$ cat src/rtl/core/hg3_pkg.sv
`timescale 1ns / 1ps
`default_nettype none
package hg3_pkg;

  localparam int MaxWidth    = 2048;
  localparam int MaxHeight   = 2048;
  localparam int MaxChannels = 4;
  localparam int MinSize     = 3;
  localparam int StoreDepth  = 8192;

  localparam int AddrW  = $clog2(StoreDepth);
  localparam int ChW    = $clog2(MaxChannels);
  localparam int RowW   = 11;
  localparam int CfgW   = 12;
  localparam int ChanW  = 3;
  localparam int LenW   = AddrW + 1;
  localparam int PixW   = 8;
  localparam int EntryW = 2 * PixW;

  localparam logic [PixW-1:0] BorderValue = '0;

  // exact floor(col / 3) for 13-bit col: multiply by reciprocal, one correction
  localparam int Recip3W = 14;
  localparam logic [Recip3W-1:0] Recip3 = 14'd5462;

  typedef enum logic [1:0] {
    REG_WIDTH    = 2'd0,
    REG_HEIGHT   = 2'd1,
    REG_CHANNELS = 2'd2
  } cfg_reg_e;

  typedef struct packed {
    logic [CfgW-1:0]  width;
    logic [CfgW-1:0]  height;
    logic [ChanW-1:0] chans;
    logic [LenW-1:0]  row_len;
  } geom_t;

  typedef struct packed {
    logic [AddrW-1:0] col;
    logic [AddrW-1:0] x;
    logic [ChW-1:0]   ch;
    logic [RowW-1:0]  row;
  } pos_t;

  typedef struct packed {
    pos_t            pos;
    logic [PixW-1:0] pix;
  } stage_t;

endpackage
`default_nettype wire

$ cat src/rtl/core/hg3_position.sv
`timescale 1ns / 1ps
`default_nettype none
module hg3_position (
  input  wire logic          clk_i,
  input  wire logic          rst_ni,
  input  wire logic          accept_i,
  input  wire logic          frame_start_i,
  input  wire hg3_pkg::geom_t geom_i,
  output hg3_pkg::pos_t      pos_o
);

  logic [hg3_pkg::AddrW-1:0] col_q, col_d, col_cur;
  logic [hg3_pkg::RowW-1:0]  row_q, row_d, row_cur;

  logic [hg3_pkg::AddrW+hg3_pkg::Recip3W-1:0] prod;
  logic [hg3_pkg::AddrW-1:0] q3, q3_fix;
  logic [hg3_pkg::AddrW:0]   r3;
  logic [hg3_pkg::AddrW-1:0] x;
  logic [hg3_pkg::ChW-1:0]   ch;

  assign col_cur = frame_start_i ? '0 : col_q;
  assign row_cur = frame_start_i ? '0 : row_q;

  assign prod = (hg3_pkg::AddrW+hg3_pkg::Recip3W)'(col_cur) *
                (hg3_pkg::AddrW+hg3_pkg::Recip3W)'(hg3_pkg::Recip3);
  assign q3   = prod[hg3_pkg::AddrW+hg3_pkg::Recip3W-1:hg3_pkg::Recip3W];
  assign r3   = {1'b0, col_cur} - ({1'b0, q3} + {q3, 1'b0});

  always_comb begin
    q3_fix = q3;
    x      = col_cur;
    ch     = '0;
    case (geom_i.chans)
      3'd2: begin
        x  = {1'b0, col_cur[hg3_pkg::AddrW-1:1]};
        ch = {1'b0, col_cur[0]};
      end
      3'd3: begin
        if (r3 >= 14'd3) begin
          q3_fix = q3 + 13'd1;
          ch     = 2'(r3 - 14'd3);
        end else begin
          ch = 2'(r3);
        end
        x = q3_fix;
      end
      3'd4: begin
        x  = {2'b00, col_cur[hg3_pkg::AddrW-1:2]};
        ch = col_cur[1:0];
      end
      default: begin
        x  = col_cur;
        ch = '0;
      end
    endcase
  end

  always_comb begin
    col_d = col_q;
    row_d = row_q;
    if (accept_i) begin
      if ({1'b0, col_cur} + 14'd1 >= geom_i.row_len) begin
        col_d = '0;
        if ({1'b0, row_cur} + 12'd1 >= geom_i.height) begin
          row_d = '0;
        end else begin
          row_d = row_cur + 11'd1;
        end
      end else begin
        col_d = col_cur + 13'd1;
        row_d = row_cur;
      end
    end
  end

  always_ff @(posedge clk_i or negedge rst_ni) begin
    if (!rst_ni) begin
      col_q <= '0;
      row_q <= '0;
    end else begin
      col_q <= col_d;
      row_q <= row_d;
    end
  end

  assign pos_o.col = col_cur;
  assign pos_o.x   = x;
  assign pos_o.ch  = ch;
  assign pos_o.row = row_cur;

endmodule
`default_nettype wire

$ cat config.mk
export PLATFORM = sky130hd
export DESIGN_NAME = hg3_position
export DESIGN_NICKNAME = d
export VERILOG_FILES = /design/src/rtl/core/hg3_pkg.sv /design/src/rtl/core/hg3_position.sv
export SDC_FILE = /design/constraint.sdc
export NUM_CORES = 1
export LEC_CHECK = 0
export ABC_CLOCK_PERIOD_IN_PS = 20100
export BUFFER_PORTS_ARGS = -buffer_cell sky130_fd_sc_hd__buf_4
export CORE_MARGIN = 4
export CORE_UTILIZATION = 64
export DETAILED_ROUTE_END_ITERATION = 10
export PLACE_DENSITY = 0.95
export SLEW_MARGIN = 25
export SYNTH_ARGS = -nofsm -noshare
export SYNTH_HDL_FRONTEND = slang
export SYNTH_SLANG_ARGS = --single-unit
$ cat constraint.sdc
create_clock -name clk_i -period 20.1 [get_ports clk_i]
set_clock_uncertainty 0.1 [all_clocks]
set_input_delay 1.005 -clock clk_i [delete_from_list [all_inputs] [get_ports clk_i]]
set_output_delay 1.005 -clock clk_i [all_outputs]
set_load 0.005 [all_outputs]
**Word level (Yosys, flattened, before mapping)**

Cells that the tools add are included.

- $add $sub $neg: 8
- $mul: 1
- $lt $le $gt $ge: 3
- Eq/ne operators: 3
- Multiplexer cells: 9

Operators by type and width:

| operator | count |
|---|---|
| $mux 13 | 3 |
| $pmux 13 s3 | 1 |
| $mux 11 | 3 |
| $mul 13x12->25 const B | 1 |
| $add 12x13->14 | 1 |
| $add 13x1->14 const B | 1 |
| $ge 14x14->1 | 1 |
| $ge 14x2->1 const B | 1 |
| $sub 13x14->14 | 1 |
| $add 12x1->13 const B | 1 |
| $add 13x1->13 const B | 1 |
| $add 11x1->12 const B | 1 |
| $ge 12x12->1 | 1 |
| $add 11x1->11 const B | 1 |
| $eq 3x2->1 const B | 2 |
| $pmux 2 s3 | 1 |
| $eq 3x3->1 const B | 1 |
| $mux 2 | 1 |
| $sub 2x2->2 const B | 1 |

- Register bits: 24
- Input bits: 45
- Output and inout bits: 39
- Word-level logic and storage cells: 26

**Logic depth before layout (Yosys ltp)**

Gate-level depths: netlist (run 1).

- Depth in word-level cells: 7
- Mapped depth: 34
- Gate-level depth less buffers: 32

**Least setup slack after synthesis (run 1)**

Ideal clock, no wire load.

- Path kind: input to output
- Start: in frame_start_i
- End: out pos_o[23] (netlist name)
- Data arrival time: 8.460 ns
- Data required time: 18.995 ns
- Path slack: 10.535 ns
- Stages: 32
- Buffers on the path: 3
- Path through: buf_6 > clkbuf_1 > nor2b_1 > clkbuf_1 > ha_1 > ha_1 > inv_1 > fa_1 > inv_1 > fa_1 > inv_1 > fa_1 > inv_1 > ha_1 > o21ai_0 > o21ai_0 > a221oi_4 > o21ai_2 > a221oi_1 > xnor2_1 > fa_1 > inv_1 > ha_1 > nand2_1 > a21o_1 > a2111o_1 > a221oi_1 > o211ai_1 > nor2_2 > and4bb_1 > xnor2_1 > o221ai_1

RTL lines:

| item | RTL line | text |
|---|---|---|
| start, declared | hg3_position.sv:7 | `input wire logic frame_start_i,` |
| end, declared | hg3_position.sv:9 | `output hg3_pkg::pos_t pos_o` |

==> impl_metrics.toml, run 1 <==
[place]
gp_congestion = 0.923
port-buffer-count = 71
place_inst = 1029
hpwl_um = 14600

[pwr]
clkPwrFrac_pct = 23.6
powerDensity_nw_per_um2 = 23.1
netSwitchingPower_mw = 0.0676
switching_share_pct = 37.8
internal_power_mw = 0.111
combinationalPowerShare_pct = 47.0
ir_drop_mv = 0.0277
p_leak_nw = 4.30
seqPwrFrac_pct = 29.5

[cts]
cts.clk_slew.worst_paths_ns = 0.08
cts_max_path_buffers = 2
cts_tree = "done"
clk_latency_ns = 0.27
clkSinkCount = 24
cts_setup_buffers = 0
cts_root_buf = "clkbuf_8"
h-tree-depth = 1
cts_hold_buf = 0
cts_resized = 0
cts_inserted_buffers = 3

[sta]
timing_max_transition_violations_final = 0
finalCriticalPeriod_ns = 11.23
max_slew.worst_pin.slew_ns = 0.957
setup_viol = 0
rsz0062_at_grt = "false"
finalCritPeriodShare_pct = 55.9
max_slew_margin_pct = 36.1
max_freq_mhz = 89.0
whs_ns = 0.392
tns_ns = 0
hold_viol = 0

[synthesis]
synth_top_family_by_area = "adder cells"
yosysTopAreaCellShare_pct = 23.3
synthFlopType = "dfrtp_1"
ys_ff_latch = 24
synth_top_cell_by_area = "ha_1"
synth_xor_area_share_pct = 6.74
synth_edf_count = 0
synthArstFlopShare_pct = 100
synth.area.top_cells = "ha_1 (23%), fa_1 (15%), inv_1 (9.3%), dfrtp_1 (8.5%), xnor2_1 (3.9%)"
synth_compound_area_share_pct = 17.6
synth_warnings = 0
seq_area_frac_synth_pct = 8.46
synth_nets = 1073
avgSynthCellArea_sq_um = 8.43
yosys.area_share.simple_pct = 15.5
synth-adder-area-share_pct = 38.5
syn-instance-count = 842
synth_cell_types = 74
synth.mux.area_fraction_pct = 1.97
syn_area_sq_um = 7100

[worst_setup_path]
cp.required_ns = 19.00
end_kind = "primary output"
worstSetupPathType = "primary input to primary output"
max_stage_delay_ns = 0.80
cp_data_arrival_time_ns = 10.13
cp_max_fo = 47
slowest_stage = "nor2b_1"
crit_top_cell = "inv_1"
reg2reg_depth = 16
start_kind = "primary input"

[grt]
track_usage_pct = 27.9
antenna_found_initial = 0
grt_pass1_wl_um = 29500
grt.overflow.total = 0
grt_max_degree = 48
grt_pass1_vias = 6328

[finish]
finalNonFillerCells = 1033
area_growth_pct = 9.36
num_antenna_cells = 0
final_common_cell = "inv_1"
layout-drive-gt1-share_pct = 11.5
fill_cells = 789
layout.nets = 1125
final_cell_mix = "inv_1 (175), ha_1 (132), buf_4 (74), nand2_1 (58), fa_1 (54)"

[routing]
drc_errors = 0
drt_first_pass_iters = 5
vias = 6213
wirelength_um = 17800
routedWlPerCell_um = 17.2
drtAntennaViolNets = 0
drt-initial-drc-count = 421
via_per_inst = 6.01

[worst_hold_path]
hold_path_class = "flip-flop to flip-flop"
holdPathStages = 1

[floorplan]
coreArea_sq_um = 10800
ios = 84
die_width_um = 113
start_util_pct = 65.5
die_h_um = 113
rows = 38
die-area_sq_um = 12800

[run_status]
status = "completed"

[flow_run]
maxCapViolCount = 0
-- critical path, delay by kind of cell --
| kind | cells | cell delay (ns) |
|---|---|---|
| adder cells (fa/ha/maj) | 8 | 3.28 |
| AO/OA/AOI/OAI | 10 | 3.01 |
| AND/OR/NAND/NOR | 4 | 1.58 |
| buffers and inverters | 7 | 0.71 |
| XOR/XNOR | 2 | 0.50 |
-- registers in the layout, indices dropped and copies added, names as in the netlist --
register	flops
row_q	11
col_q	13
-- worst paths after layout --
path	from	endpoint	slack [ns]
max	frame_start_i	pos_o[23]	8.87
min	row_q[6]	row_q[6]	0.39
max reg2reg	col_q[2]	row_q[8]	15.63
min reg2reg	row_q[6]	row_q[6]	0.39
max in group asynchronous	rst_ni	col_q[6]	19.14
min in group asynchronous	rst_ni	row_q[7]	0.52
-- metal layers --
layer | wire length, um | vias up | part of all wire [%] | track usage [%]
met5 | 0 | - | 0 | 0
met2 | 8670 | 288 | 49 | 48.9
met1 | 7180 | 2944 | 40 | 35.7
li1 | - | 2929 | - | -
met3 | 1330 | 52 | 7.5 | 3.21
met4 | 595 | 0 | 3.3 | 9.70
-- synth_stat cells (4+ instances only) --
master,n
nor2b_1,32
nand2_1,58
and2_1,5
nor3_1,7
o221ai_1,4
a211oi_1,9
o21ai_0,28
inv_1,175
o211ai_1,4
nor2_1,30
a21o_1,16
nand3_1,15
a21oi_1,22
mux2i_1,14
o21bai_1,6
a22o_1,8
xor2_1,17
o21a_1,4
nand2b_1,11
buf_6,4
clkbuf_1,18
o21ai_1,5
a32o_1,5
xnor2_1,32
ha_1,132
o22ai_1,5
o2bb2ai_1,9
a22oi_1,7
fa_1,54
and3_1,10
dfrtp_1,24
nand4_1,10
-- stage by stage --
step | setup WS, ns | power (mW) | area (sq um) | util (%)
after floorplan | 10.54 | 0.112 | 7100 | -
after global placement | 9.34 | 0.133 | 7680 | 70.9
after detailed placement | 9.11 | 0.136 | 7680 | 70.9
after CTS | 9.08 | 0.178 | 7760 | 71.5
after global routing | 8.56 | 0.191 | 7760 | 71.6
final | 8.87 | 0.179 | 7760 | 71.6
-- logic make-up after synthesis --
family / after synthesis
xor gates and xnor gates: 52
and+or+nand+nor: 202
adders and majority gates: 186
buffers and inverters: 202
muxes: 14
AOI/OAI and AO/OA: 162
DFF: 24
-- power by group through the flow --
| stage | combinational (mW) | clock [mW] | sequential [mW] |
|---|---|---|---|
| final | 0.0841 | 0.0422 | 0.0528 |
| after global routing | 0.0935 | 0.0447 | 0.0530 |
| after CTS | 0.0833 | 0.0420 | 0.0526 |
| after detailed placement | 0.0824 | 0 | 0.0536 |
| after global placement | 0.0794 | 0 | 0.0535 |
| after floorplan | 0.0615 | 0 | 0.0504 |
-- layout make-up --
class                           instances  area, sq um  share of cell area (%)
Clock buffer                            3         41.3                   0.532
Timing Repair Buffer                   74          556                    7.16
Clock inverter                          1         30.0                   0.387
Multi-Input combinational cell        616         5700                    73.5
Tap cell                              140          175                    2.26
Inverter                              175          657                    8.47
Sequential cell                        24          601                    7.74
Power figures use the tool's default switching activity.
==> run 2, diff against run 1 <==
- ABC_CLOCK_PERIOD_IN_PS: 20100 -> 10100
- CORE_UTILIZATION: 64 -> 56
- PLACE_DENSITY: 0.95 -> 0.91
- clock period: 20.1 -> 10.1 ns (I/O delays scaled with it)
==> impl_metrics.toml, run 2 (synthesis gave the netlist of run 1 again) <==
[worst_setup_path]
reg2reg_depth = 17
cp.buffers_inverters = 6
start_kind = "primary input"
slowest_stage = "fa_1"
cp_top_family = "adder cells"
worstSetupPathType = "primary input to primary output"
max_stage_delay_ns = 0.57
rr_startpoint = "col_q[2]"
cp_data_arrival_time_ns = 8.96
end_kind = "primary output"
r2r-end = "row_q[9]"
startpoint = "frame_start_i"
cp.required_ns = 9.50
cp_max_fo = 29
regToRegSetupSlack_ns = 5.75

[pwr]
combinationalPowerShare_pct = 48.9
switching_share_pct = 37.3
clkPwrFrac_pct = 22.9
ir_drop_mv = 0.0349
seqPwrFrac_pct = 28.2
netSwitchingPower_mw = 0.135
p_leak_nw = 4.37
powerDensity_nw_per_um2 = 45.8
internal_power_mw = 0.227

[floorplan]
die-area_sq_um = 14500
ios = 84
coreArea_sq_um = 12200
rows = 40
start_util_pct = 58.1
die_h_um = 121
die_width_um = 121

[routing]
drc_errors = 0
routedWlPerCell_um = 16.7
vias = 6175
drtAntennaViolNets = 0
drt_first_pass_iters = 6
drt-initial-drc-count = 542
via_per_inst = 5.75
wirelength_um = 18000

[place]
gp_congestion = 0.975
hpwl_um = 15100
port-buffer-count = 71
place_worst_setup_slack_ns = 0.610

[grt]
track_usage_pct = 25.2
grt_pass1_wl_um = 30100
grt_max_degree = 30
grt_pass1_vias = 6258
grt.overflow.total = 0
antenna_found_initial = 0

[finish]
area_growth_pct = 11.3
final_cell_mix = "inv_1 (175), ha_1 (132), buf_4 (88), nand2_1 (58), fa_1 (54)"
layout-drive-gt1-share_pct = 12.7
reg_top3 = "col_q x13, row_q x11"
num_antenna_cells = 0
final_common_cell = "inv_1"
largest_reg_flops = 13
layout.nets = 1139
largest-register = "col_q"

[sta]
max_slew.worst_pin.slew_ns = 0.952
hold_viol = 0
setup_viol = 0
finalCriticalPeriod_ns = 9.56
max_freq_mhz = 105
max_slew_margin_pct = 36.4
rsz0062_at_grt = "false"
timing_max_transition_violations_final = 0
finalCritPeriodShare_pct = 94.7
tns_ns = 0
whs_ns = 0.0463
fin_ws_ns = 0.539

[cts]
clk_latency_ns = 0.25
cts_inserted_buffers = 3
cts_tree = "done"
cts_hold_buf = 0
cts_root_buf = "clkbuf_16"
cts_resized = 0
clkSinkCount = 24
cts.clk_slew.worst_paths_ns = 0.06
cts_max_path_buffers = 2
cts_setup_buffers = 0
h-tree-depth = 1

[flow_run]
maxCapViolCount = 0

[run_status]
status = "completed"

[worst_hold_path]
hold_path_class = "primary input to asynchronous set/reset pin"
run 2: cell count changes in the layout (fill, tap and decap cells not counted), sizes merged:
cell	change
bufinv	-1
buf	+14
run 2: how the worst max path moves through the flow:
stage,to,slack (ns),cells after the start
floorplan,pos_o[23],1.54,32
global route,pos_o[23],0.23,29
global placement,pos_o[23],0.78,30
finish,pos_o[23],0.54,30
detailed placement,pos_o[23],0.61,29
CTS,pos_o[23],0.60,29
run 2: power groups by stage:
stage | combinational [mW] | sequential, mW | clock [mW]
6_report | 0.177 | 0.102 | 0.0828
5_1_grt | 0.196 | 0.102 | 0.0883
4_1_cts | 0.175 | 0.102 | 0.0845
3_5_place_dp | 0.174 | 0.104 | 0
3_3_place_gp | 0.168 | 0.103 | 0
2_1_floorplan | 0.122 | 0.100 | 0
run 2: per-stage QoR:
stage / total power, mW / instance area [sq um] / utilization (%) / std cells
floorplan: 0.223 / 7100 / - / 842
global placement: 0.272 / 7830 / 64.1 / 1071
detailed placement: 0.278 / 7830 / 64.1 / 1071
CTS: 0.362 / 7900 / 64.7 / 1074
global route: 0.386 / 7900 / 64.7 / 1074
finish: 0.362 / 7900 / 64.7 / 1074
run 2: area by class of cell:
| class | instances | area [sq um] |
|---|---|---|
| multi-input combinational | 616 | 5700 |
| timing repair buffer | 88 | 661 |
| fill | 1009 | 4310 |
| clock buffer | 3 | 75.1 |
| inverter | 175 | 657 |
| tap | 168 | 210 |
| sequential | 24 | 601 |
run 2: layer usage:
metal	GRT usage, %	part of all wire (%)	up-vias
met5	0	0	-
li1	-	-	2963
met1	33.3	40	2882
met3	2.67	7.2	66
met4	9.56	4.3	0
met2	42.4	48	264
