==> src/rtl/core/hg3_pkg.sv <==
`timescale 1ns / 1ps
`default_nettype none
package hg3_pkg;

  localparam int MaxWidth    = 2048;
  localparam int MaxHeight   = 2048;
  localparam int MaxChannels = 4;
  localparam int MinSize     = 3;
  localparam int StoreDepth  = 8192;

  localparam int AddrW  = $clog2(StoreDepth);
  localparam int ChW    = $clog2(MaxChannels);
  localparam int RowW   = 11;
  localparam int CfgW   = 12;
  localparam int ChanW  = 3;
  localparam int LenW   = AddrW + 1;
  localparam int PixW   = 8;
  localparam int EntryW = 2 * PixW;

  localparam logic [PixW-1:0] BorderValue = '0;

  // exact floor(col / 3) for 13-bit col: multiply by reciprocal, one correction
  localparam int Recip3W = 14;
  localparam logic [Recip3W-1:0] Recip3 = 14'd5462;

  typedef enum logic [1:0] {
    REG_WIDTH    = 2'd0,
    REG_HEIGHT   = 2'd1,
    REG_CHANNELS = 2'd2
  } cfg_reg_e;

  typedef struct packed {
    logic [CfgW-1:0]  width;
    logic [CfgW-1:0]  height;
    logic [ChanW-1:0] chans;
    logic [LenW-1:0]  row_len;
  } geom_t;

  typedef struct packed {
    logic [AddrW-1:0] col;
    logic [AddrW-1:0] x;
    logic [ChW-1:0]   ch;
    logic [RowW-1:0]  row;
  } pos_t;

  typedef struct packed {
    pos_t            pos;
    logic [PixW-1:0] pix;
  } stage_t;

endpackage
`default_nettype wire

==> src/rtl/core/hg3_kernel.sv <==
`timescale 1ns / 1ps
`default_nettype none
module hg3_kernel (
  input  wire logic                       clk_i,
  input  wire logic                       rst_ni,
  input  wire logic                       fire_i,
  input  wire hg3_pkg::stage_t            stage_i,
  input  wire logic [hg3_pkg::EntryW-1:0] entry_i,
  input  wire hg3_pkg::geom_t             geom_i,
  output logic      [hg3_pkg::PixW-1:0]   value_o,
  output logic                            frame_start_o,
  output logic      [hg3_pkg::EntryW-1:0] store_wdata_o
);

  // per channel: newest pixel column and the one before, three rows each
  logic [hg3_pkg::PixW-1:0] new_q [hg3_pkg::MaxChannels][3];
  logic [hg3_pkg::PixW-1:0] old_q [hg3_pkg::MaxChannels][3];

  logic [hg3_pkg::PixW-1:0] above1, above2;
  logic [9:0]               right_sum, left_sum;
  logic signed [10:0]       diff;
  logic                     inside_img;

  assign above1 = entry_i[hg3_pkg::PixW-1:0];
  assign above2 = entry_i[hg3_pkg::EntryW-1:hg3_pkg::PixW];

  assign right_sum = 10'(stage_i.pix) + 10'(above1) + 10'(above2);
  assign left_sum  = 10'(old_q[stage_i.pos.ch][0]) + 10'(old_q[stage_i.pos.ch][1]) +
                     10'(old_q[stage_i.pos.ch][2]);
  assign diff      = $signed({1'b0, right_sum}) - $signed({1'b0, left_sum});

  assign inside_img = (stage_i.pos.row >= 11'd2) &&
                      ({1'b0, stage_i.pos.row} < geom_i.height) &&
                      (stage_i.pos.x >= 13'd2) &&
                      (stage_i.pos.x < {1'b0, geom_i.width});

  always_comb begin
    value_o = hg3_pkg::BorderValue;
    if (inside_img) begin
      if (diff < 11'sd0) begin
        value_o = 8'd0;
      end else if (diff > 11'sd255) begin
        value_o = 8'd255;
      end else begin
        value_o = diff[7:0];
      end
    end
  end

  assign frame_start_o = (stage_i.pos.row == 11'd1) &&
                         (stage_i.pos.col == 13'(geom_i.chans));

  assign store_wdata_o = {above1, stage_i.pix};

  always_ff @(posedge clk_i or negedge rst_ni) begin
    if (!rst_ni) begin
      for (int c = 0; c < hg3_pkg::MaxChannels; c++) begin
        for (int r = 0; r < 3; r++) begin
          new_q[c][r] <= '0;
          old_q[c][r] <= '0;
        end
      end
    end else if (fire_i) begin
      for (int r = 0; r < 3; r++) begin
        old_q[stage_i.pos.ch][r] <= new_q[stage_i.pos.ch][r];
      end
      new_q[stage_i.pos.ch][0] <= stage_i.pix;
      new_q[stage_i.pos.ch][1] <= above1;
      new_q[stage_i.pos.ch][2] <= above2;
    end
  end

endmodule
`default_nettype wire

==> config.mk <==
export PLATFORM = sky130hd
export DESIGN_NAME = hg3_kernel
export DESIGN_NICKNAME = d
export VERILOG_FILES = /design/src/rtl/core/hg3_pkg.sv /design/src/rtl/core/hg3_kernel.sv
export SDC_FILE = /design/constraint.sdc
export NUM_CORES = 1
export LEC_CHECK = 0
export BUFFER_PORTS_ARGS = -buffer_cell sky130_fd_sc_hd__buf_2
export CAP_MARGIN = 40
export CORE_MARGIN = 2
export CORE_UTILIZATION = 35
export DETAILED_ROUTE_END_ITERATION = 6
export SKIP_LAST_GASP = 1
export SYNTH_ARGS = -nofsm -noshare
export SYNTH_HDL_FRONTEND = slang
export SYNTH_SLANG_ARGS = --single-unit
export TNS_END_PERCENT = 50
==> constraint.sdc <==
create_clock -name clk_i -period 8.4 [get_ports clk_i]
set_input_delay 0.84 -clock clk_i [delete_from_list [all_inputs] [get_ports clk_i]]
set_output_delay 0.84 -clock clk_i [all_outputs]
set_load 0.05 [all_outputs]
# Word level (Yosys, flattened, before mapping)
# Index checks and enable logic that the tools add are counted.
[word_totals] ff_bits=192 inputBits=107 out_inout_bits=25 wordCells=66
[op_classes] add_sub_neg=5 order_cmp=8 eq_ne=2 mux=21 bitwise=1 reduce_logical=5
[ops] cell="bitwise mux 96 bit" n=6
[ops] cell="demux 24 bit (select 2 bit)" n=3
[ops] cell="two-way mux 24 bit" n=5
[ops] cell="binary-select mux 24 bit (select 2 bit)" n=2
[ops] cell="two-way mux 8 bit" n=4
[ops] cell="adder 9 x 8 -> 10 bit" n=2
[ops] cell="adder 8 x 8 -> 9 bit" n=2
[ops] cell="two-way mux 16 bit" n=1
[ops] cell="== test 13 x 3 -> 1 bit" n=1
[ops] cell="greater-or-equal comparator 13 x 2 -> 1 bit (second input constant)" n=1
[ops] cell="less-than comparator 13 x 12 -> 1 bit" n=1
[ops] cell="less-than comparator 11 x 12 -> 1 bit" n=1
[ops] cell="== test 11 x 1 -> 1 bit (second input constant)" n=1
[ops] cell="greater-or-equal comparator 11 x 2 -> 1 bit (second input constant)" n=1
[ops] cell="> comparator 11 x 9 -> 1 bit (second input constant)" n=1
[ops] cell="less-than comparator 11 x 1 -> 1 bit (second input constant)" n=1
[ops] cell="subtractor 10 x 10 -> 11 bit" n=1
[ops] cell="logical AND 1 bit" n=5
[ops] cell="greater-or-equal comparator 3 bit (second input constant)" n=1
[ops] cell="less-than comparator 3 x 1 -> 1 bit (second input constant)" n=1
[ops] cell="NOT 2 -> 3 bit" n=1

# Longest topological paths before layout
# Gate-level depths: netlist of run 1.
[depth] word_depth=11 depth_mapped=17

# Worst setup path before layout of run 1
# Ideal clock, no wire load.
[synth_timing] path_type="input to output" startpoint="in stage_i[19] (netlist name)" endpoint="out value_o[0] (netlist name)" arrival_time_ns=6.295 required_ns=7.560 path_slack_ns=1.265 path_stages=17 path_buffers=2 cell_sequence="buf_2 -> buf_2 -> mux4_2 -> fa_1 -> inv_1 -> fa_1 -> inv_1 -> fa_1 -> inv_1 -> ha_1 -> fa_1 -> a211oi_1 -> nor2_1 -> o41ai_1 -> and3_1 -> a311oi_4 -> a211oi_1"
[synth_via] elab_chain_cells=11
[synth_rtl] element="start: declaration" line="hg3_kernel.sv:7" source="input wire hg3_pkg::stage_t stage_i,"
[synth_rtl] element="NOT 2 -> 3 bit (implied by the code) *" line="hg3_kernel.sv:28, hg3_kernel.sv:29"
[synth_rtl] element="binary-select mux 24 bit (select 2 bit) *" line="hg3_kernel.sv:28, hg3_kernel.sv:29"
[synth_rtl] element="two-way mux 24 bit (implied by the code) * (2 in series)" line="hg3_kernel.sv:29" source="10'(old_q[stage_i.pos.ch][2]);"
[synth_rtl] element="adder 8 x 8 -> 9 bit" line="hg3_kernel.sv:28" source="assign left_sum = 10'(old_q[stage_i.pos.ch][0]) + 10'(old_q[stage_i.pos.ch][1]) +"
[synth_rtl] element="adder 9 x 8 -> 10 bit *" line="hg3_kernel.sv:28"
[synth_rtl] element="subtractor 10 x 10 -> 11 bit *" line="hg3_kernel.sv:30" source="assign diff = $signed({1'b0, right_sum}) - $signed({1'b0, left_sum});"
[synth_rtl] element="> comparator 11 x 9 -> 1 bit" line="hg3_kernel.sv:42" source="end else if (diff > 11'sd255) begin"
[synth_rtl] element="two-way mux 8 bit" line="hg3_kernel.sv:42"
[synth_rtl] element="two-way mux 8 bit *" line="hg3_kernel.sv:40" source="if (diff < 11'sd0) begin"
[synth_rtl] element="two-way mux 8 bit *" line="hg3_kernel.sv:39" source="if (inside_img) begin"
[synth_rtl] element="end: declaration" line="hg3_kernel.sv:10" source="output logic [hg3_pkg::PixW-1:0] value_o,"
# Mark *: on every way between the ends. The rest lies on a longest branch, timed or not. The select of a mux whose other input is x is not followed.

# Worst setup path after layout of run 1
[layout_timing] startpoint="in stage_i[19] (netlist name)" endpoint="out value_o[6] (netlist name)"
# The elaborated chain is that of the path after synthesis.

==> results of run 1 <==
## report_power, final
part / switching, mW / leakage, nW / internal (mW)
sequential: 0.106 / 2.35 / 1.14
combinational: 1.33 / 2.71 / 0.964
clock: 0.336 / 0.288 / 0.480
## final cells by class
cell class                 instances  area [um^2]
inverter                          93          349
clock inverter                    10          138
sequential                       192         4800
fill                            2598        16300
multi-input combinational        431         4350
clock buffer                      20          457
tap                              378          473
timing repair buffer             126          709
## worst max path at each step
| stage | cells past startpoint | to | from | slack [ns] |
|---|---|---|---|---|
| after floorplan | 17 | value_o[0] | stage_i[19] | 1.26 |
| after global placement | 18 | value_o[0] | stage_i[19] | 1.22 |
| after detailed placement | 15 | value_o[6] | stage_i[19] | 1.16 |
| after CTS | 15 | value_o[6] | stage_i[19] | 1.13 |
| after global routing | 15 | value_o[1] | stage_i[19] | 0.80 |
| final | 15 | value_o[6] | stage_i[19] | 1.24 |
## through the flow
step                cells  util [%]  total power [mW]
floorplan             763         -              3.04
global placement     1217      38.5              3.55
detailed placement   1220      38.8              3.58
CTS                  1250      40.9              4.42
global route         1250      40.9              4.74
finish               1250      40.9              4.35
## critical path, delay by kind of cell
kind	cells	cell delay, ns
fa+ha+maj	4	2.13
compound gates	5	1.39
buf+inv	4	1.28
mux	1	0.56
simple gates	1	0.09
## state kept, by name, summed over array words and instances, names as in the netlist
| register | count |
|---|---|
| old_q | 96 |
| new_q | 96 |
## cells in the mapped netlist, types with 3 or more instances
cell type    n
a21o_1       8
nand3_1      3
mux4_2      24
inv_1       93
xnor2_1      4
buf_4       16
nor3_1       5
and3_1       3
nor2_1       6
buf_2       10
fa_1        32
o21ai_0     54
nand2_1     54
mux2_2     144
a21oi_1     11
clkbuf_1    16
buf_1        5
ha_1        32
xor2_1       4
nor4_1       5
a211oi_1    11
dfrtp_1    192
## layer usage
layer / routed length, um / global-route usage [%] / vias to the layer above
li1: - / - / 2804
met2: 8410 / 21.2 / 137
met3: 960 / 2.27 / 18
met1: 9610 / 20.2 / 2906
met4: 225 / 4.27 / 0
met5: 0 / 0 / -
## kinds of logic after synthesis
logic type | synth area share (%)
AOI/OAI and AO/OA | 6.68
xor gates and xnor gates | 0.719
adders and majority gates | 10.7
buffers and inverters | 6.14
DFF | 49.3
muxes | 22.3
and+or+nand+nor | 4.12
## cell usage in the layout, fill, tap and decap left out, drive strengths merged, types with 3 or more instances in the layout
cell type	instances
inv	93
buf	125
clkbuf	21
clkinv	5
mux2	144
xnor2	4
nor2	6
nor3	5
nor4	5
fa	32
o21ai	56
ha	32
bufinv	3
xor2	4
nand3	3
a21oi	11
a211oi	11
and3	3
a21o	9
nand2	54
mux4	24
dfrtp	192
==> results.json, run 1 <==
{
  "ys_ff_latch": 192,
  "r2r-end": "old_q[76]",
  "diodes": 0,
  "reg2reg_slack_ns": 7.62,
  "start_util_pct": 35.3,
  "core_area_um2": 27600,
  "ir_drop_mv": 0.262,
  "max_freq_ghz": 0.140,
  "dr.first_iter.drc_count": 307,
  "drive_above_1_share_pct": 37.7,
  "critPathRequiredTime_ns": 7.56,
  "synth_seq_area_share_pct": 49.3,
  "cpPeakStageDelay_ns": 0.61,
  "timing.hold.ws_ns": 0.265,
  "path_max_fanout": 21,
  "cp_common_cell": "fa_1",
  "dieArea_um2": 29200,
  "post-place-ws_ns": 1.16,
  "ys_async_sr_fraction_pct": 100,
  "vias": 5865,
  "gr-usage-all-layers_pct": 13.8,
  "die_x_um": 171,
  "dpl_cell_area_um2": 10700,
  "cp_data_arrival_time_ns": 6.32,
  "cts_resized": 0,
  "antenna_found_initial": 0,
  "ant_nets": 0,
  "synth_top_area_share_pct": 49.3,
  "yosys-top-cells-area": "dfrtp_1 (49%), mux2_2 (17%), fa_1 (6.6%), mux4_2 (5.6%), ha_1 (4.1%)",
  "r2r_start": "old_q[76]",
  "clock-sinks": 192,
  "dr.pass1.iters": 4,
  "synth_ff_type": "dfrtp_1",
  "cts_max_level": 4,
  "avgSynthCellArea_um2": 12.8,
  "power.density_nw_per_um2": 386,
  "synth-warning-count": 0,
  "slew_violations": 0,
  "insertion_delay_ns": 0.42,
  "max-clock-path-buffers": 2,
  "cts_setup_buffers": 0,
  "grt_overflow": 0,
  "fin_setup_tns_ns": 0,
  "ys_types": 46,
  "design_area_um2": 11300,
  "report.final.hold_viol_count": 0,
  "cts_inserted_buffers": 17,
  "rows": 61,
  "tightest_slew_ns": 0.878,
  "nets": 1032,
  "start_kind": "input pin",
  "place_congestion": 0.788,
  "die_h_um": 171,
  "endpoint_kind": "output port",
  "synth_edf_count": 0,
  "wirelength_um": 19200,
  "max_cap_violations": 0,
  "port_buffers": 117,
  "grt_first_pass_wirelength_um": 31100,
  "grt_max_degree": 107,
  "syn_inst": 763,
  "area_growth_pct": 15.8,
  "critical_path_class": "input pin to output port",
  "ctsHoldBuffers": 0,
  "fin_crit_ns": 7.16,
  "cts_tree": "done",
  "synth_area_um2": 9740,
  "grt_pass1_vias": 5881,
  "finClkSkew_ns": 0.00750,
  "outcome": "finished, final reports clean",
  "syn_nets": 934,
  "worst_path_max_delay_cell": "buf_2",
  "rr_worst_depth": 1,
  "dp_hpwl_um": 13600,
  "rsz0062_at_grt": "false",
  "ios": 132,
  "avgViaCountPerCell": 4.69,
  "fin_crit_sh_pct": 85.3,
  "worstPathCellList": "buf_2 > buf_4 > mux4_2 > fa_1 > inv_1 > fa_1 > fa_1 > fa_1 > a211oi_1 > nor2_1 > o41ai_1 > o21ai_1 > a311oi_4 > a211oi_1 > buf_2",
  "finalSetupViolCount": 0,
  "max_slew_margin_pct": 41.3,
  "leakage_nw": 5.35,
  "synth_top_cell_by_area": "dfrtp_1",
  "wl_per_cell_um": 15.4,
  "post-route-drc-count": 0,
  "clockRootBuffer": "clkbuf_16",
  "fin_ws_ns": 1.24,
  "clk_pin_slew_ns": 0.07,
  "hp-class": "input pin to async pin"
}
Note: power is estimated with default switching activity, not from simulation.
==> run 2: changes to the inputs <==
--- a/config.mk
+++ b/config.mk
@@ -9,6 +9,7 @@
 export CAP_MARGIN = 40
 export CORE_MARGIN = 2
 export CORE_UTILIZATION = 35
+export CTS_BUF_LIST = sky130_fd_sc_hd__clkbuf_4
 export DETAILED_ROUTE_END_ITERATION = 6
 export SKIP_LAST_GASP = 1
 export SYNTH_ARGS = -nofsm -noshare
==> constraint.sdc (replaced) <==
create_clock -name clk_i -period 6.5 [get_ports clk_i]
set_input_delay 0.65 -clock clk_i [delete_from_list [all_inputs] [get_ports clk_i]]
set_output_delay 0.65 -clock clk_i [all_outputs]
set_load 0.05 [all_outputs]
==> results.json, run 2 (synthesis gave the netlist of run 1 again) <==
{
  "tightest_slew_ns": 0.817,
  "fin_ws_ns": 0.418,
  "fin_crit_ns": 6.08,
  "die_h_um": 171,
  "endpoint_kind": "output port",
  "timing.hold.ws_ns": 0.329,
  "cts_max_level": 4,
  "max_cap_violations": 0,
  "layout_commonest_cell": "dfrtp_1",
  "worst_path_max_delay_cell": "fa_1",
  "cts_inserted_buffers": 17,
  "finalSetupViolCount": 0,
  "grt_pass1_vias": 6018,
  "slew_violations": 0,
  "hp-class": "input pin to flip-flop",
  "path_max_fanout": 15,
  "cp.depth": 18,
  "gr-usage-all-layers_pct": 14.1,
  "layout_common_cells": "dfrtp_1 (192), mux2_2 (144), buf_2 (116)",
  "port_buffers": 117,
  "place_congestion": 0.787,
  "ios": 132,
  "critical_path_class": "input pin to output port",
  "grt_max_degree": 60,
  "die_x_um": 171,
  "cpPeakStageDelay_ns": 0.54,
  "outcome": "finished, final reports clean",
  "avgViaCountPerCell": 4.68,
  "final_cells": 1261,
  "dp_hpwl_um": 14300,
  "core_area_um2": 27600,
  "grt_first_pass_wirelength_um": 31400,
  "grt_overflow": 0,
  "critPathTopFamily": "adder cells",
  "rr_worst_depth": 1,
  "fin_setup_tns_ns": 0,
  "post-route-drc-count": 0,
  "rsz0062_at_grt": "false",
  "ant_nets": 0,
  "dpl_cell_area_um2": 10700,
  "critPathRequiredTime_ns": 5.85,
  "wl_per_cell_um": 15.4,
  "report.final.hold_viol_count": 0,
  "max-clock-path-buffers": 2,
  "start_util_pct": 35.3,
  "nets": 1039,
  "fin_util_pct": 39.9,
  "wirelength_um": 19400,
  "worstPathCellList": "buf_2 > buf_12 > mux4_2 > ha_1 > inv_1 > fa_1 > inv_1 > fa_1 > inv_1 > ha_1 > fa_1 > a211oi_1 > nor2_1 > o41ai_2 > o21ai_1 > a311oi_4 > a211oi_1 > buf_2",
  "whs_path_depth": 2,
  "cp_data_arrival_time_ns": 5.43,
  "critPathBufInv": 6,
  "power_mw": 5.24,
  "largestRegisters": "new_q x96, old_q x96",
  "antenna_found_initial": 1,
  "clockRootBuffer": "clkbuf_4",
  "start_kind": "input pin",
  "rows": 61,
  "vias": 5899,
  "dr.first_iter.drc_count": 250,
  "dr.pass1.iters": 4,
  "fillCellCount": 2698,
  "finClkSkew_ns": 0.0150,
  "multi_input_area_um2": 4350,
  "design_area_um2": 11000,
  "cts_tree": "done",
  "leakage_nw": 5.23,
  "regArea_um2": 4800,
  "drive_above_1_share_pct": 38.3,
  "insertion_delay_ns": 0.57,
  "max_slew_margin_pct": 45.4,
  "power.density_nw_per_um2": 477,
  "fin_crit_sh_pct": 93.6,
  "post-place-ws_ns": 0.238,
  "dp_cells": 1226,
  "ir_drop_mv": 0.430,
  "area_growth_pct": 12.8,
  "dieArea_um2": 29200,
  "max_freq_ghz": 0.164,
  "clock-sinks": 192,
  "clk_pin_slew_ns": 0.14
}
run 2: final cells by class:
class,count,area share (%)
Inverter,93,3.18
Sequential cell,192,43.7
Multi-Input combinational cell,431,39.6
Clock inverter,12,0.866
Antenna cell,2,0.0456
Clock buffer,20,1.37
Timing Repair Buffer,133,6.89
Tap cell,378,4.30
run 2: timing repair:
item,CTS,global route
hold buffers,1,0
gates resized for setup,0,1
hold endpoints to repair,13,0
buffers inserted,0,0
setup endpoints to repair,0,8
run 2: path summary, 6_finish.rpt:
| kind | start | to | slack [ns] |
|---|---|---|---|
| worst max-delay path | stage_i[19] | value_o[4] | 0.42 |
| worst min-delay path | entry_i[9] | new_q[73] | 0.33 |
| worst max register to register | old_q[89] | old_q[89] | 5.70 |
| worst min register to register | new_q[18] | new_q[18] | 0.49 |
| max in group asynchronous | rst_ni | old_q[83] | 4.79 |
| min in group asynchronous | rst_ni | new_q[66] | 0.58 |
run 2: report_power, final:
part | switching (mW) | internal (mW) | leakage (nW)
Combinational | 1.75 | 1.29 | 2.75
Sequential | 0.136 | 1.47 | 2.35
Clock | 0.388 | 0.198 | 0.137
run 2: routing by layer:
| layer | vias up | GRT usage (%) | wire length (um) |
|---|---|---|---|
| met1 | 2936 | 20.2 | 9640 |
| met2 | 121 | 22.1 | 8680 |
| li1 | 2826 | - | - |
| met3 | 16 | 2.24 | 810 |
| met5 | - | 0 | 0 |
| met4 | 0 | 4.24 | 260 |
==> run 3: changes to the inputs <==
--- a/config.mk
+++ b/config.mk
@@ -7,6 +7,7 @@
 export LEC_CHECK = 0
 export BUFFER_PORTS_ARGS = -buffer_cell sky130_fd_sc_hd__buf_2
 export CAP_MARGIN = 40
+export CORE_ASPECT_RATIO = 0.5
 export CORE_MARGIN = 2
 export CORE_UTILIZATION = 35
 export CTS_BUF_LIST = sky130_fd_sc_hd__clkbuf_4
==> results.json, run 3 (synthesis gave the netlist of run 1 again) <==
{
  "pwr-share-clk_pct": 12.1,
  "dr.first_iter.drc_count": 290,
  "fin_setup_tns_ns": 0,
  "p_int_mw": 2.99,
  "wirelength_um": 19500,
  "core_area_um2": 27500,
  "switching_share_pct": 44.3,
  "rr_worst_depth": 1,
  "start_kind": "input pin",
  "fin_crit_ns": 6.25,
  "post-place-ws_ns": 0.213,
  "cts_max_level": 4,
  "fin_util_pct": 40.2,
  "rsz0062_at_grt": "false",
  "antenna_found_initial": 1,
  "cts_tree": "done",
  "design_area_um2": 11100,
  "max_cap_violations": 0,
  "dp_hpwl_um": 14500,
  "port_buffers": 117,
  "endpoint_kind": "output port",
  "leakage_nw": 5.25,
  "fillCellCount": 2624,
  "fin_crit_sh_pct": 96.1,
  "multi_input_area_um2": 4350,
  "grt_pass1_vias": 6156,
  "max_freq_ghz": 0.160,
  "report.final.hold_viol_count": 0,
  "max-clock-path-buffers": 2,
  "largestRegisters": "new_q x96, old_q x96",
  "whs_path_depth": 2,
  "finalSetupViolCount": 0,
  "ir_drop_mv": 0.327,
  "area_growth_pct": 13.7,
  "grt_max_degree": 85,
  "power_mw": 5.36,
  "p_comb_share_pct": 58.0,
  "clock-sinks": 192,
  "critPathRequiredTime_ns": 5.85,
  "grt_first_pass_wirelength_um": 31900,
  "die_x_um": 240,
  "cts_inserted_buffers": 17,
  "ios": 132,
  "clockRootBuffer": "clkbuf_4",
  "drive_above_1_share_pct": 38.5,
  "hp-class": "input pin to flip-flop",
  "gr-usage-all-layers_pct": 14.1,
  "reg2reg_slack_ns": 5.72,
  "dr.pass1.iters": 4,
  "start_util_pct": 35.4,
  "max_slew_margin_pct": 50.1,
  "critical_path_class": "input pin to output port",
  "cts_setup_buffers": 0,
  "insertion_delay_ns": 0.56,
  "clk_pin_slew_ns": 0.16,
  "seq_power_share_pct": 29.9,
  "layout_commonest_cell": "dfrtp_1",
  "dieArea_um2": 29300,
  "rows": 43,
  "avgViaCountPerCell": 4.68,
  "dp_cells": 1233,
  "dpl_cell_area_um2": 10800,
  "grt_overflow": 0,
  "cp_data_arrival_time_ns": 5.60,
  "vias": 5928,
  "fin_ws_ns": 0.253,
  "wl_per_cell_um": 15.4,
  "regArea_um2": 4800,
  "nets": 1042,
  "finClkSkew_ns": 0.0193,
  "switching_power_mw": 2.38,
  "outcome": "finished, final reports clean",
  "ant_nets": 0,
  "path_max_fanout": 17,
  "timing.hold.ws_ns": 0.328,
  "tightest_slew_ns": 0.746,
  "layout_common_cells": "dfrtp_1 (192), mux2_2 (144), buf_2 (116)",
  "post-route-drc-count": 0,
  "final_cells": 1266,
  "place_congestion": 0.806,
  "die_h_um": 122,
  "power.density_nw_per_um2": 485,
  "slew_violations": 0
}
-- run 3: cell count changes in the layout (fill, tap and decap cells not counted), sizes merged --
cell      previous run  this run
clkinv               9         4
diode                2         1
inv                 93        97
clkbuf              21        18
clkinvlp             2         4
bufinv               1         2
buf                131       134
-- run 3: routing by layer --
metal	share of wire (%)	GRT usage, %
met1	48	18.9
met2	47	23.6
met3	4.0	2.67
met4	1.3	3.92
met5	0	0
-- run 3: power groups by stage --
stage	combinational (mW)	clock (mW)	sequential, mW
2_1_floorplan	2.35	0	1.58
3_3_place_gp	2.99	0	1.62
3_5_place_dp	3.09	0	1.63
4_1_cts	3.11	0.671	1.61
5_1_grt	3.43	0.720	1.64
6_report	3.11	0.648	1.61
-- run 3: worst paths after layout --
kind / startpoint / to
max reg2reg: new_q[1] / old_q[1]
max: stage_i[19] / value_o[5]
min: entry_i[10] / new_q[74]
max in group asynchronous: rst_ni / new_q[82]
min in group asynchronous: rst_ni / new_q[46]
min reg2reg: new_q[59] / new_q[59]
-- run 3: critical path, stage by stage --
cell and delay, ns:
buf_2 0.22, buf_12 0.23, mux4_2 0.56, ha_1 0.30, inv_1 0.05, fa_1 0.53, inv_1 0.05, fa_1 0.52
inv_1 0.04, ha_1 0.23, fa_1 0.43, a211oi_1 0.28, nor2_1 0.11, o41ai_1 0.36, o21ai_1 0.16, a311oi_4 0.47
a211oi_1 0.15, buf_2 0.24
-- run 3: layout make-up --
cell class / count / area share [%]
Antenna cell: 1 / 0.0226
Timing Repair Buffer: 136 / 7.22
Clock buffer: 17 / 1.15
Sequential cell: 192 / 43.4
Tap cell: 382 / 4.32
Multi-Input combinational cell: 431 / 39.3
Clock inverter: 14 / 1.41
Inverter: 93 / 3.15
-- run 3: what timing repair did --
| item | 4_1_cts | 5_1_grt |
|---|---|---|
| hold buffers | 1 | 0 |
| setup endpoints to repair | 0 | 8 |
| resized for setup | 0 | 1 |
| endpoints found under the hold margin | 34 | 0 |
